==> config.mk <==
export PLATFORM = sky130hd
export DESIGN_NAME = gouraud_scanline_span_setup_unit
export DESIGN_NICKNAME = d
export VERILOG_FILES = /design/src/rtl/gss_pkg.sv /design/src/rtl/gss_front.sv /design/src/rtl/gss_divider.sv /design/src/rtl/gss_back.sv /design/src/rtl/gouraud_scanline_span_setup_unit.sv
export SDC_FILE = /design/constraint.sdc
export NUM_CORES = 2
export LEC_CHECK = 0
export BUFFER_PORTS_ARGS = -buffer_cell sky130_fd_sc_hd__buf_2
export CELL_PAD_IN_SITES_DETAIL_PLACEMENT = 1
export CELL_PAD_IN_SITES_GLOBAL_PLACEMENT = 1
export CORE_MARGIN = 1.5
export CORE_UTILIZATION = 54
export CTS_CLUSTER_DIAMETER = 80
export DETAILED_ROUTE_END_ITERATION = 8
export HOLD_SLACK_MARGIN = 0.1
export PLACE_DENSITY = 0.81
export SLEW_MARGIN = 20
export SYNTH_ARGS = -nofsm -noshare
export SYNTH_HDL_FRONTEND = slang
export SYNTH_SLANG_ARGS = --single-unit
==> constraint.sdc <==
create_clock -name clk -period 18.2 [get_ports clk]
set_clock_uncertainty 0.1 [all_clocks]
set_input_delay 4.55 -clock clk [delete_from_list [all_inputs] [get_ports clk]]
set_output_delay 4.55 -clock clk [all_outputs]
set_load 0.02 [all_outputs]
==> src/rtl/gss_pkg.sv <==
// Shared types and constants for the Gouraud span setup block.
`timescale 1ns / 1ps
`default_nettype none
package gss_pkg;

  localparam int MaxVertices = 16;
  localparam int CoordBits   = 10;
  localparam int IdxBits     = $clog2(MaxVertices);
  localparam int CntBits     = $clog2(MaxVertices + 1);
  localparam int XqBits      = CoordBits + 16;
  localparam int SpanLimit   = 8;
  localparam int QueueDepth  = 2;

  localparam logic ActLoad  = 1'b0;
  localparam logic ActQuery = 1'b1;

  typedef struct packed {
    logic                 action;
    logic [CoordBits-1:0] vertex_x;
    logic [CoordBits-1:0] vertex_y;
    logic [7:0]           vertex_red;
    logic [7:0]           vertex_green;
    logic [7:0]           vertex_blue;
    logic                 first_vertex;
    logic [CoordBits-1:0] scan_line;
  } gss_in_t;

  typedef struct packed {
    logic [XqBits-1:0]    span_begin_x;
    logic [XqBits-1:0]    span_end_x;
    logic [15:0]          left_red;
    logic [15:0]          left_green;
    logic [15:0]          left_blue;
    logic [15:0]          right_red;
    logic [15:0]          right_green;
    logic [15:0]          right_blue;
    logic [CoordBits-1:0] out_line;
    logic                 last_span;
  } gss_out_t;

  // Query handed from front to back: snapshot of the vertex count and line.
  typedef struct packed {
    logic [CntBits-1:0]   count;
    logic [CoordBits-1:0] line;
  } gss_query_t;

endpackage
`default_nettype wire

==> src/rtl/gss_front.sv <==
// Front end: accepts vertex loads and counts them, queries pushed onto a short queue.
`timescale 1ns / 1ps
`default_nettype none
module gss_front
  import gss_pkg::*;
(
  input  wire logic         clk,
  input  wire logic         rst,
  input  wire gss_in_t      req,
  input  wire logic         req_valid,
  output logic              req_ready,
  output gss_query_t        q_data,
  output logic              q_valid,
  input  wire logic         q_pop,
  input  wire logic         back_busy,
  output logic              store_idle
);

  gss_query_t           queue [QueueDepth];
  logic [1:0]           fill;
  logic                 wr_ptr, rd_ptr;
  logic [CntBits-1:0]   vertex_count;
  logic                 take, push, load;

  // Loads stall while a query is queued or running so it sees a stable store.
  assign store_idle = (fill == 2'd0) && !back_busy;
  assign req_ready  = (req.action == ActQuery) ? (fill != 2'(QueueDepth)) : store_idle;
  assign take = req_valid && req_ready;
  assign push = take && (req.action == ActQuery);
  assign load = take && (req.action == ActLoad);
  assign q_valid = (fill != 2'd0);
  assign q_data  = queue[rd_ptr];

  always_ff @(posedge clk) begin
    if (rst) begin
      fill <= '0; wr_ptr <= 1'b0; rd_ptr <= 1'b0; vertex_count <= '0;
    end else begin
      if (push) begin
        queue[wr_ptr] <= '{count: vertex_count, line: req.scan_line};
        wr_ptr <= ~wr_ptr;
      end
      if (q_pop) rd_ptr <= ~rd_ptr;
      fill <= fill + 2'(push) - 2'(q_pop);
      if (load) begin
        if (req.first_vertex) vertex_count <= CntBits'(1);
        else if (vertex_count != CntBits'(MaxVertices)) vertex_count <= vertex_count + 1'b1;
      end
    end
  end

`ifndef SYNTH
  a_no_overflow: assert property (@(posedge clk) disable iff (rst)
    fill == 2'(QueueDepth) |-> !push) else $error("queue overflow");
  a_no_underflow: assert property (@(posedge clk) disable iff (rst)
    q_pop |-> fill != 2'd0) else $error("queue underflow");
  a_count_range: assert property (@(posedge clk) disable iff (rst)
    vertex_count <= CntBits'(MaxVertices)) else $error("count overrun");
`endif

endmodule
`default_nettype wire

==> src/rtl/gss_divider.sv <==
// Restoring divider for unsigned quotient with round-half-up, one bit a cycle.
`timescale 1ns / 1ps
`default_nettype none
module gss_divider
  import gss_pkg::*;
(
  input  wire logic                 clk,
  input  wire logic                 rst,
  input  wire logic                 start,
  input  wire logic [XqBits+CoordBits:0] num,   // 2*|n| + d (2*|n| - d for negative n)
  input  wire logic [CoordBits:0]   den,        // 2*d
  output logic                      done,
  output logic [XqBits+CoordBits:0] quo,
  output logic                      exact
);

  localparam int NW = XqBits + CoordBits + 1;
  localparam int SW = $clog2(NW + 1);

  logic [NW-1:0]      q;
  logic [CoordBits+1:0] rem;
  logic [SW-1:0]      steps;
  logic               busy;
  logic [CoordBits+1:0] trial;

  assign trial = {rem[CoordBits:0], q[NW-1]};

  always_ff @(posedge clk) begin
    if (rst) begin
      busy <= 1'b0; done <= 1'b0;
    end else begin
      done <= busy && !start && (steps == SW'(1));
      if (start) begin
        busy <= 1'b1; q <= num; rem <= '0; steps <= SW'(NW);
      end else if (busy) begin
        if (trial >= {1'b0, den}) begin
          rem <= trial - {1'b0, den}; q <= {q[NW-2:0], 1'b1};
        end else begin
          rem <= trial; q <= {q[NW-2:0], 1'b0};
        end
        steps <= steps - 1'b1;
        if (steps == SW'(1)) busy <= 1'b0;
      end
    end
  end

  assign quo   = q;
  assign exact = (rem == '0);

endmodule
`default_nettype wire

==> src/rtl/gss_back.sv <==
// Back end: edge walk, crossing/colour evaluation, insertion sort, span output.
`timescale 1ns / 1ps
`default_nettype none
module gss_back
  import gss_pkg::*;
(
  input  wire logic         clk,
  input  wire logic         rst,
  input  wire gss_in_t      load_req,
  input  wire logic         load_we,
  input  wire logic [CntBits-1:0] load_cnt,
  input  wire gss_query_t   q_data,
  input  wire logic         q_valid,
  output logic              q_pop,
  output logic              busy,
  output gss_out_t          rsp,
  output logic              rsp_valid,
  input  wire logic         rsp_ready
);

  localparam int NW = XqBits + CoordBits + 1;
  localparam logic [3:0] S_IDLE = 4'd0, S_RD = 4'd1, S_EDGE = 4'd2, S_DIV = 4'd3,
                         S_WAIT = 4'd4, S_NEXT = 4'd5, S_CMP = 4'd6, S_EMIT = 4'd7,
                         S_SORT = 4'd8, S_START = 4'd9;

  typedef struct packed {
    logic [XqBits-1:0]    x;
    logic signed [CoordBits:0] dx;
    logic [CoordBits-1:0] dy;
    logic [CoordBits-1:0] ymin;
    logic [IdxBits-1:0]   idx;
    logic [15:0]          r, g, b;
  } edge_t;

  logic [CoordBits-1:0] mem_x [MaxVertices];
  logic [CoordBits-1:0] mem_y [MaxVertices];
  logic [23:0]          mem_c [MaxVertices];

  logic [3:0]           state;
  gss_query_t           qry;
  logic [IdxBits:0]     i;
  logic [IdxBits-1:0]   ra, rb;
  logic [CoordBits-1:0] xa, ya, xb, yb;
  logic [23:0]          ca, cb;
  edge_t                e;
  edge_t                tbl [MaxVertices];
  logic [IdxBits:0]     n, k;
  logic [1:0]           term;        // 0: x, 1..3: colours
  logic [CoordBits-1:0] t;
  logic                 neg;
  logic signed [NW-1:0] prod;
  logic                 dstart, ddone, dexact;
  logic [NW-1:0]        dnum, dquo;
  logic [3:0]           spans, sk;
  logic [IdxBits-1:0]   last_idx;
  logic signed [2*CoordBits+2:0] l_s, r_s;
  logic                 is_left;

  always_ff @(posedge clk) begin
    if (load_we) begin
      mem_x[IdxBits'(load_cnt)] <= load_req.vertex_x;
      mem_y[IdxBits'(load_cnt)] <= load_req.vertex_y;
      mem_c[IdxBits'(load_cnt)] <= {load_req.vertex_red, load_req.vertex_green,
                                    load_req.vertex_blue};
    end
    xa <= mem_x[ra]; ya <= mem_y[ra]; ca <= mem_c[ra];
    xb <= mem_x[rb]; yb <= mem_y[rb]; cb <= mem_c[rb];
  end

  assign last_idx = IdxBits'(qry.count - 1'b1);
  assign ra = IdxBits'(i);
  assign rb = (IdxBits'(i) == last_idx) ? '0 : IdxBits'(i) + 1'b1;

  gss_divider u_div (
    .clk(clk), .rst(rst), .start(dstart), .num(dnum),
    .den({e.dy, 1'b0}), .done(ddone), .quo(dquo), .exact(dexact)
  );

  // Multiplicand for current term: dx or (ch-cl), then times t and scaled by 65536 or 256.
  logic signed [CoordBits+1:0] delta;
  logic [7:0] cl_s, ch_s;
  always_comb begin
    cl_s = 8'd0; ch_s = 8'd0;
    case (term)
      2'd1: begin cl_s = (ya < yb) ? ca[23:16] : cb[23:16];
                  ch_s = (ya < yb) ? cb[23:16] : ca[23:16]; end
      2'd2: begin cl_s = (ya < yb) ? ca[15:8] : cb[15:8];
                  ch_s = (ya < yb) ? cb[15:8] : ca[15:8]; end
      default: begin cl_s = (ya < yb) ? ca[7:0] : cb[7:0];
                  ch_s = (ya < yb) ? cb[7:0] : ca[7:0]; end
    endcase
    if (term == 2'd0) delta = (CoordBits+2)'(e.dx);
    else delta = (CoordBits+2)'($signed({1'b0, ch_s}) - $signed({1'b0, cl_s}));
  end

  // Signed rounded quotient from unsigned |n| divide: floor((2n+d)/(2d)).
  // Negative n divides 2|n|-d and rounds the magnitude up.
  logic [NW-1:0] mag;
  logic signed [NW+1:0] qv;
  always_comb begin
    mag = prod[NW-1] ? NW'(-prod) : NW'(prod);
    if (neg) qv = -$signed({2'b0, dquo}) - $signed({{(NW+1){1'b0}}, !dexact});
    else qv = $signed({2'b0, dquo});
  end

  // Comparison with the table entry just before the insertion point (the tail at first).
  edge_t tk;
  assign tk = tbl[IdxBits'(k - 1'b1)];
  always_comb begin
    l_s = e.dx * $signed({1'b0, tk.dy});
    r_s = tk.dx * $signed({1'b0, e.dy});
    if (e.x != tk.x) is_left = e.x < tk.x;
    else if (l_s != r_s) is_left = l_s < r_s;
    else if (e.ymin != tk.ymin) is_left = e.ymin < tk.ymin;
    else is_left = e.idx < tk.idx;
  end

  logic signed [NW+2:0] val;
  logic [XqBits-1:0] xres;
  logic [15:0] cres;
  always_comb begin
    xres = '0; cres = '0;
    val = qv;
    if (term == 2'd0) begin
      val = val + $signed((NW+3)'(e.x));
      xres = (val < 0) ? '0 : (val > $signed((NW+3)'((1 << XqBits) - 1))) ?
             XqBits'((1 << XqBits) - 1) : XqBits'(val);
    end else begin
      val = val + $signed((NW+3)'({cl_s, 8'd0}));
      cres = (val < 0) ? 16'd0 : (val > 65535) ? 16'hFFFF : 16'(val);
    end
  end

  assign busy  = (state != S_IDLE);
  assign q_pop = (state == S_IDLE) && q_valid;
  assign rsp_valid = (state == S_EMIT);

  always_comb begin
    rsp.span_begin_x = tbl[IdxBits'({sk, 1'b0})].x;
    rsp.span_end_x   = tbl[IdxBits'({sk, 1'b1})].x;
    rsp.left_red  = tbl[0].r; rsp.left_green  = tbl[0].g; rsp.left_blue  = tbl[0].b;
    rsp.right_red = tbl[1].r; rsp.right_green = tbl[1].g; rsp.right_blue = tbl[1].b;
    rsp.out_line  = qry.line;
    rsp.last_span = (sk == spans - 1'b1);
  end

  always_ff @(posedge clk) begin
    if (rst) begin
      state <= S_IDLE; dstart <= 1'b0;
    end else begin
      case (state)
        S_IDLE: if (q_valid) begin
          qry <= q_data; i <= '0; n <= '0; state <= S_RD;
        end
        S_RD: state <= (i >= (IdxBits+1)'(qry.count)) ? S_SORT : S_EDGE;
        S_EDGE: begin
          if (ya == yb || qry.line < ((ya < yb) ? ya : yb) ||
              qry.line >= ((ya < yb) ? yb : ya)) begin
            state <= S_NEXT;
          end else begin
            e.dy   <= (ya < yb) ? yb - ya : ya - yb;
            e.dx   <= (ya < yb) ? $signed({1'b0, xb}) - $signed({1'b0, xa})
                                : $signed({1'b0, xa}) - $signed({1'b0, xb});
            e.ymin <= (ya < yb) ? ya : yb;
            e.idx  <= IdxBits'(i);
            e.x    <= XqBits'({(ya < yb) ? xa : xb, 16'd0});
            t      <= qry.line - ((ya < yb) ? ya : yb);
            term   <= 2'd0;
            state  <= S_DIV;
          end
        end
        S_DIV: begin
          prod  <= NW'(delta * $signed({1'b0, t})) <<< ((term == 2'd0) ? 16 : 8);
          state <= S_START;
        end
        S_START: begin
          neg <= prod[NW-1];
          // 2|n| + d, or 2|n| - d for negative n (zero when that drops below zero)
          if (!prod[NW-1]) dnum <= (mag << 1) + NW'(e.dy);
          else if ((mag << 1) > NW'(e.dy)) dnum <= (mag << 1) - NW'(e.dy);
          else dnum <= '0;
          dstart <= 1'b1;
          state  <= S_WAIT;
        end
        S_WAIT: begin
          dstart <= 1'b0;
          if (ddone) begin
            case (term)
              2'd0: e.x <= xres;
              2'd1: e.r <= cres;
              2'd2: e.g <= cres;
              default: e.b <= cres;
            endcase
            if (term == 2'd3) begin k <= n; state <= S_CMP; end
            else begin term <= term + 1'b1; state <= S_DIV; end
          end
        end
        S_CMP: begin
          if (k != '0 && is_left) begin
            tbl[IdxBits'(k)] <= tk; k <= k - 1'b1;
          end else begin
            tbl[IdxBits'(k)] <= e; n <= n + 1'b1; state <= S_NEXT;
          end
        end
        S_NEXT: begin i <= i + 1'b1; state <= S_RD; end
        S_SORT: begin
          sk <= '0;
          spans <= (n[IdxBits:1] > SpanLimit) ? 4'(SpanLimit) : 4'(n[IdxBits:1]);
          state <= (n < 2) ? S_IDLE : S_EMIT;
        end
        S_EMIT: if (rsp_ready) begin
          if (sk == spans - 1'b1) state <= S_IDLE;
          sk <= sk + 1'b1;
        end
        default: state <= S_IDLE;
      endcase
    end
  end

`ifndef SYNTH
  a_emit_has_pair: assert property (@(posedge clk) disable iff (rst)
    state == S_EMIT |-> n >= 2) else $error("span without pair");
  a_pop_only_idle: assert property (@(posedge clk) disable iff (rst)
    q_pop |=> state == S_RD) else $error("pop not started");
  a_emit_hold: assert property (@(posedge clk) disable iff (rst)
    rsp_valid && !rsp_ready |=> rsp_valid && $stable(sk)) else $error("span dropped");
`endif

endmodule
`default_nettype wire

==> src/rtl/gouraud_scanline_span_setup_unit.sv <==
// Top level of the Gouraud scanline span setup block.
//   channel | dir | payload   | handshake
//   req     | in  | gss_in_t  | req_valid / req_ready
//   rsp     | out | gss_out_t | rsp_valid / rsp_ready
// A load is accepted once no query is queued or running; each active edge of a query
// runs four divides (x and three colours) in the 37-step bit-serial divider, and the
// sorted edges then go out as spans.
// Up to two queries wait in the queue while the back end works.
// Reset clears the vertex count, queue and controller; the store is not cleared.
`timescale 1ns / 1ps
`default_nettype none
module gouraud_scanline_span_setup_unit
  import gss_pkg::*;
(
  input  wire logic     clk,
  input  wire logic     rst,
  input  wire gss_in_t  req,
  input  wire logic     req_valid,
  output logic          req_ready,
  output gss_out_t      rsp,
  output logic          rsp_valid,
  input  wire logic     rsp_ready
);

  gss_query_t          q_data;
  logic                q_valid, q_pop, back_busy, store_idle, load_we;
  logic [CntBits-1:0]  wr_cnt;

  gss_front u_front (
    .clk(clk), .rst(rst), .req(req), .req_valid(req_valid), .req_ready(req_ready),
    .q_data(q_data), .q_valid(q_valid), .q_pop(q_pop), .back_busy(back_busy),
    .store_idle(store_idle)
  );

  // Store write address mirrors the front count, tracked here.
  logic [CntBits-1:0] cnt;
  always_ff @(posedge clk) begin
    if (rst) cnt <= '0;
    else if (load_we) cnt <= wr_cnt + 1'b1;
  end
  assign wr_cnt  = req.first_vertex ? '0 : cnt;
  assign load_we = req_valid && store_idle && (req.action == ActLoad) &&
                   (wr_cnt != CntBits'(MaxVertices));

  gss_back u_back (
    .clk(clk), .rst(rst), .load_req(req), .load_we(load_we), .load_cnt(wr_cnt),
    .q_data(q_data), .q_valid(q_valid), .q_pop(q_pop), .busy(back_busy),
    .rsp(rsp), .rsp_valid(rsp_valid), .rsp_ready(rsp_ready)
  );

endmodule
`default_nettype wire

==> impl_metrics.env <==
export IMPL_design_core_area_um2=269000
export IMPL_wl_per_cell_um=33.5
export IMPL_tightest_slew_ns=1.25
export IMPL_status="complete, no violations"
export IMPL_critical_path_class="reg -> reg"
export IMPL_startpoint_type="flop"
export IMPL_slew_limit_headroom=0.164
export IMPL_arrival_ns=13.69
export IMPL_antenna_found_initial=28
export IMPL_grt_overflow_total=0
export IMPL_viasPerCell=6.76
export IMPL_period_minus_slack_ns=13.19
export IMPL_fin_crit_sh=0.724
export IMPL_syn2layout_area_growth_pct=9.92
export IMPL_cpPeakStageDelay_ns=0.98
export IMPL_portBuffers=220
export IMPL_syn_inst=9598
export IMPL_finalHoldViolations=0
export IMPL_die_area_um2=274000
export IMPL_synth_commonest_cells="2767 x edfxtp_1, 874 x mux4_2, 744 x inv_1"
export IMPL_synth_top_cell_by_area="edfxtp_1"
export IMPL_drc_errors=0
export IMPL_synth_seq_area_share=0.584
export IMPL_floorplan_initialDensity=0.544
export IMPL_nNetsFinal=10489
export IMPL_num_vias=91267
export IMPL_grt_setup_unrepaired="false"
export IMPL_synth_top_area_share=0.568
export IMPL_async_flop_share=0
export IMPL_track_usage=0.331
export IMPL_grt_pass1_vias=97958
export IMPL_root_buffer="clkbuf_16"
export IMPL_cts_tree="yes"
export IMPL_crit_top_cell="a21oi_1"
export IMPL_setup_viol=0
export IMPL_critPathMaxFanout=157
export IMPL_worstPathRequired_ns=18.70
export IMPL_cts_htree_levels=5
export IMPL_row_count=190
export IMPL_tns_ns=0
export IMPL_hpwl_um=263000
export IMPL_cts_resized=0
export IMPL_synth_warnings=0
export IMPL_hold_path_class="reg -> reg"
export IMPL_cp_end_kind="flop"
export IMPL_yosysMostFrequentCell="edfxtp_1"
export IMPL_fmax_mhz=75.8
export IMPL_numCtsBuffers=304
export IMPL_drt_pass1_iter_count=6
export IMPL_synth_cell_types=111
export IMPL_crit_slowest_cell="ha_4"
export IMPL_cts_max_path_buffers=4
export IMPL_finalMaxSlewViolations=0
export IMPL_synth_edf_count=2767
export IMPL_io_pins=221
export IMPL_wirelength_um=452000
export IMPL_dieWidth_um=523
export IMPL_cts_clk_slew_worst_paths_ns=0.06
export IMPL_cts_hold_buf=0
export IMPL_netlist_area_um2=146000
export IMPL_layout_drive_gt1_share=0.204
export IMPL_cts_setup_buffers=0
export IMPL_syn_avg_cell_area_um2=15.2
export IMPL_synth_flop_cell="edfxtp_1"
export IMPL_timing_max_cap_violations=0
export IMPL_place_gp_congestion=0.904
export IMPL_die_h_um=523
export IMPL_clock_sinks=2879
export IMPL_synth_area_leaders="edfxtp_1 57%, mux4_2 13%, fa_1 4.5%"
export IMPL_ys_seq_elements=2879
export IMPL_drtIter0Drc=10326
export IMPL_grt_max_degree=193
export IMPL_ant_nets=0
export IMPL_grt_pass1_wl_um=665000
export IMPL_clk_latency_ns=0.96
[layout make-up]
type                            count  area [um2]
Multi-Input combinational cell   5363       55800
Timing Repair Buffer              394        2650
Inverter                          747        2800
Antenna cell                       19        47.5
Clock buffer                      382        8070
Fill cell                       24502      108000
Sequential cell                  2879       85300
Clock inverter                    169        1570
Tap cell                         3552        4440
[logic make-up after synthesis]
logic type                 Yosys count  share of synthesized area
AOI/OAI and AO/OA                 1338                     0.0599
xor gates and xnor gates           279                     0.0167
buffers and inverters             1363                     0.0379
adders and majority gates          746                     0.0807
and+or+nand+nor                   1759                     0.0604
DFF                               2879                      0.584
other                                1                  0.0000256
muxes                             1233                      0.161
[through the flow]
step	cells	hold WS, ns	util	area (um2)	setup slack, ns
after floorplan	9605	0.355	-	146000	5.65
after global placement	12930	0.381	0.562	151000	5.58
after detailed placement	12932	0.384	0.562	151000	5.19
after CTS	13483	0.402	0.598	161000	4.70
after global routing	13491	0.415	0.598	161000	4.50
final	13505	0.398	0.598	161000	5.01
[worst max-delay path, delay by kind of cell, from the launching register on]
family                   cells  cell delay (ns)
AND/OR/NAND/NOR              3             0.41
flip-flops                   1             0.45
XOR/XNOR                     1             0.15
AO/OA/AOI/OAI               16             3.82
buffers and inverters        5             1.77
adder cells (fa/ha/maj)      8             3.92
multiplexers                 3             1.85
[placed cells by master (no fill, tap or decap), drive strengths merged, types with 21 or more instances in the layout]
| master | n |
|---|---|
| edfxtp | 2767 |
| mux4 | 874 |
| inv | 766 |
| nand2 | 601 |
| ha | 411 |
| buf | 394 |
| clkbuf | 382 |
| fa | 329 |
| a21oi | 299 |
| and2 | 271 |
| o21ai | 271 |
| nor2 | 268 |
| mux2 | 188 |
| a211oi | 181 |
| xnor2 | 173 |
| mux2i | 171 |
| clkinv | 122 |
| nor2b | 116 |
| dfxtp | 112 |
| a31oi | 108 |
| xor2 | 106 |
| nand3 | 105 |
| or3 | 95 |
| a21o | 94 |
| nor3 | 78 |
| o211ai | 58 |
| nand2b | 57 |
| o21bai | 51 |
| nand4 | 44 |
| o21a | 37 |
| a311oi | 31 |
| and3 | 31 |
| o22ai | 28 |
| o31ai | 28 |
| nor4 | 21 |
[path summary, 6_finish.rpt]
check	from	to	slack, ns	cells after the start
setup / recovery	u_back.k[1]$_DFFE_PP_	u_back.tbl[12][84]$_DFFE_PP_	5.01	36
hold / removal	u_back.u_div.busy$_SDFF_PP0_	u_back.u_div.done$_SDFF_PP0_	0.40	1
setup reg to reg	u_back.k[1]$_DFFE_PP_	u_back.tbl[12][84]$_DFFE_PP_	5.01	36
hold reg to reg	u_back.u_div.busy$_SDFF_PP0_	u_back.u_div.done$_SDFF_PP0_	0.40	1
[state kept, by name, summed over array words and instances, names as in the netlist, 6 cells and up, named ones only]
signal,flops
u_back.e,109
u_back.u_div.steps,6
u_front.queue,30
u_back.mem_x,160
u_back.xb,10
u_back.t,10
u_back.u_div.rem,12
u_back.prod,37
u_back.dnum,37
u_back.mem_c,384
u_back.mem_y,160
u_back.rsp,10
u_back.ya,10
u_back.tbl,1744
u_back.cb,24
u_back.xa,10
u_back.yb,10
u_back.ca,24
u_back.u_div.quo,37
[per-layer routing]
metal	up-vias	wire, um	global-route usage
li1	36784	-	-
met3	1289	41000	0.0613
met4	18	26700	0.170
met1	47793	161000	0.415
met2	5383	223000	0.552
met5	-	127	0
Power is left out: the tool's default activity adds up to more than one toggle a clock period on the data nets, which glitch-free logic cannot reach.
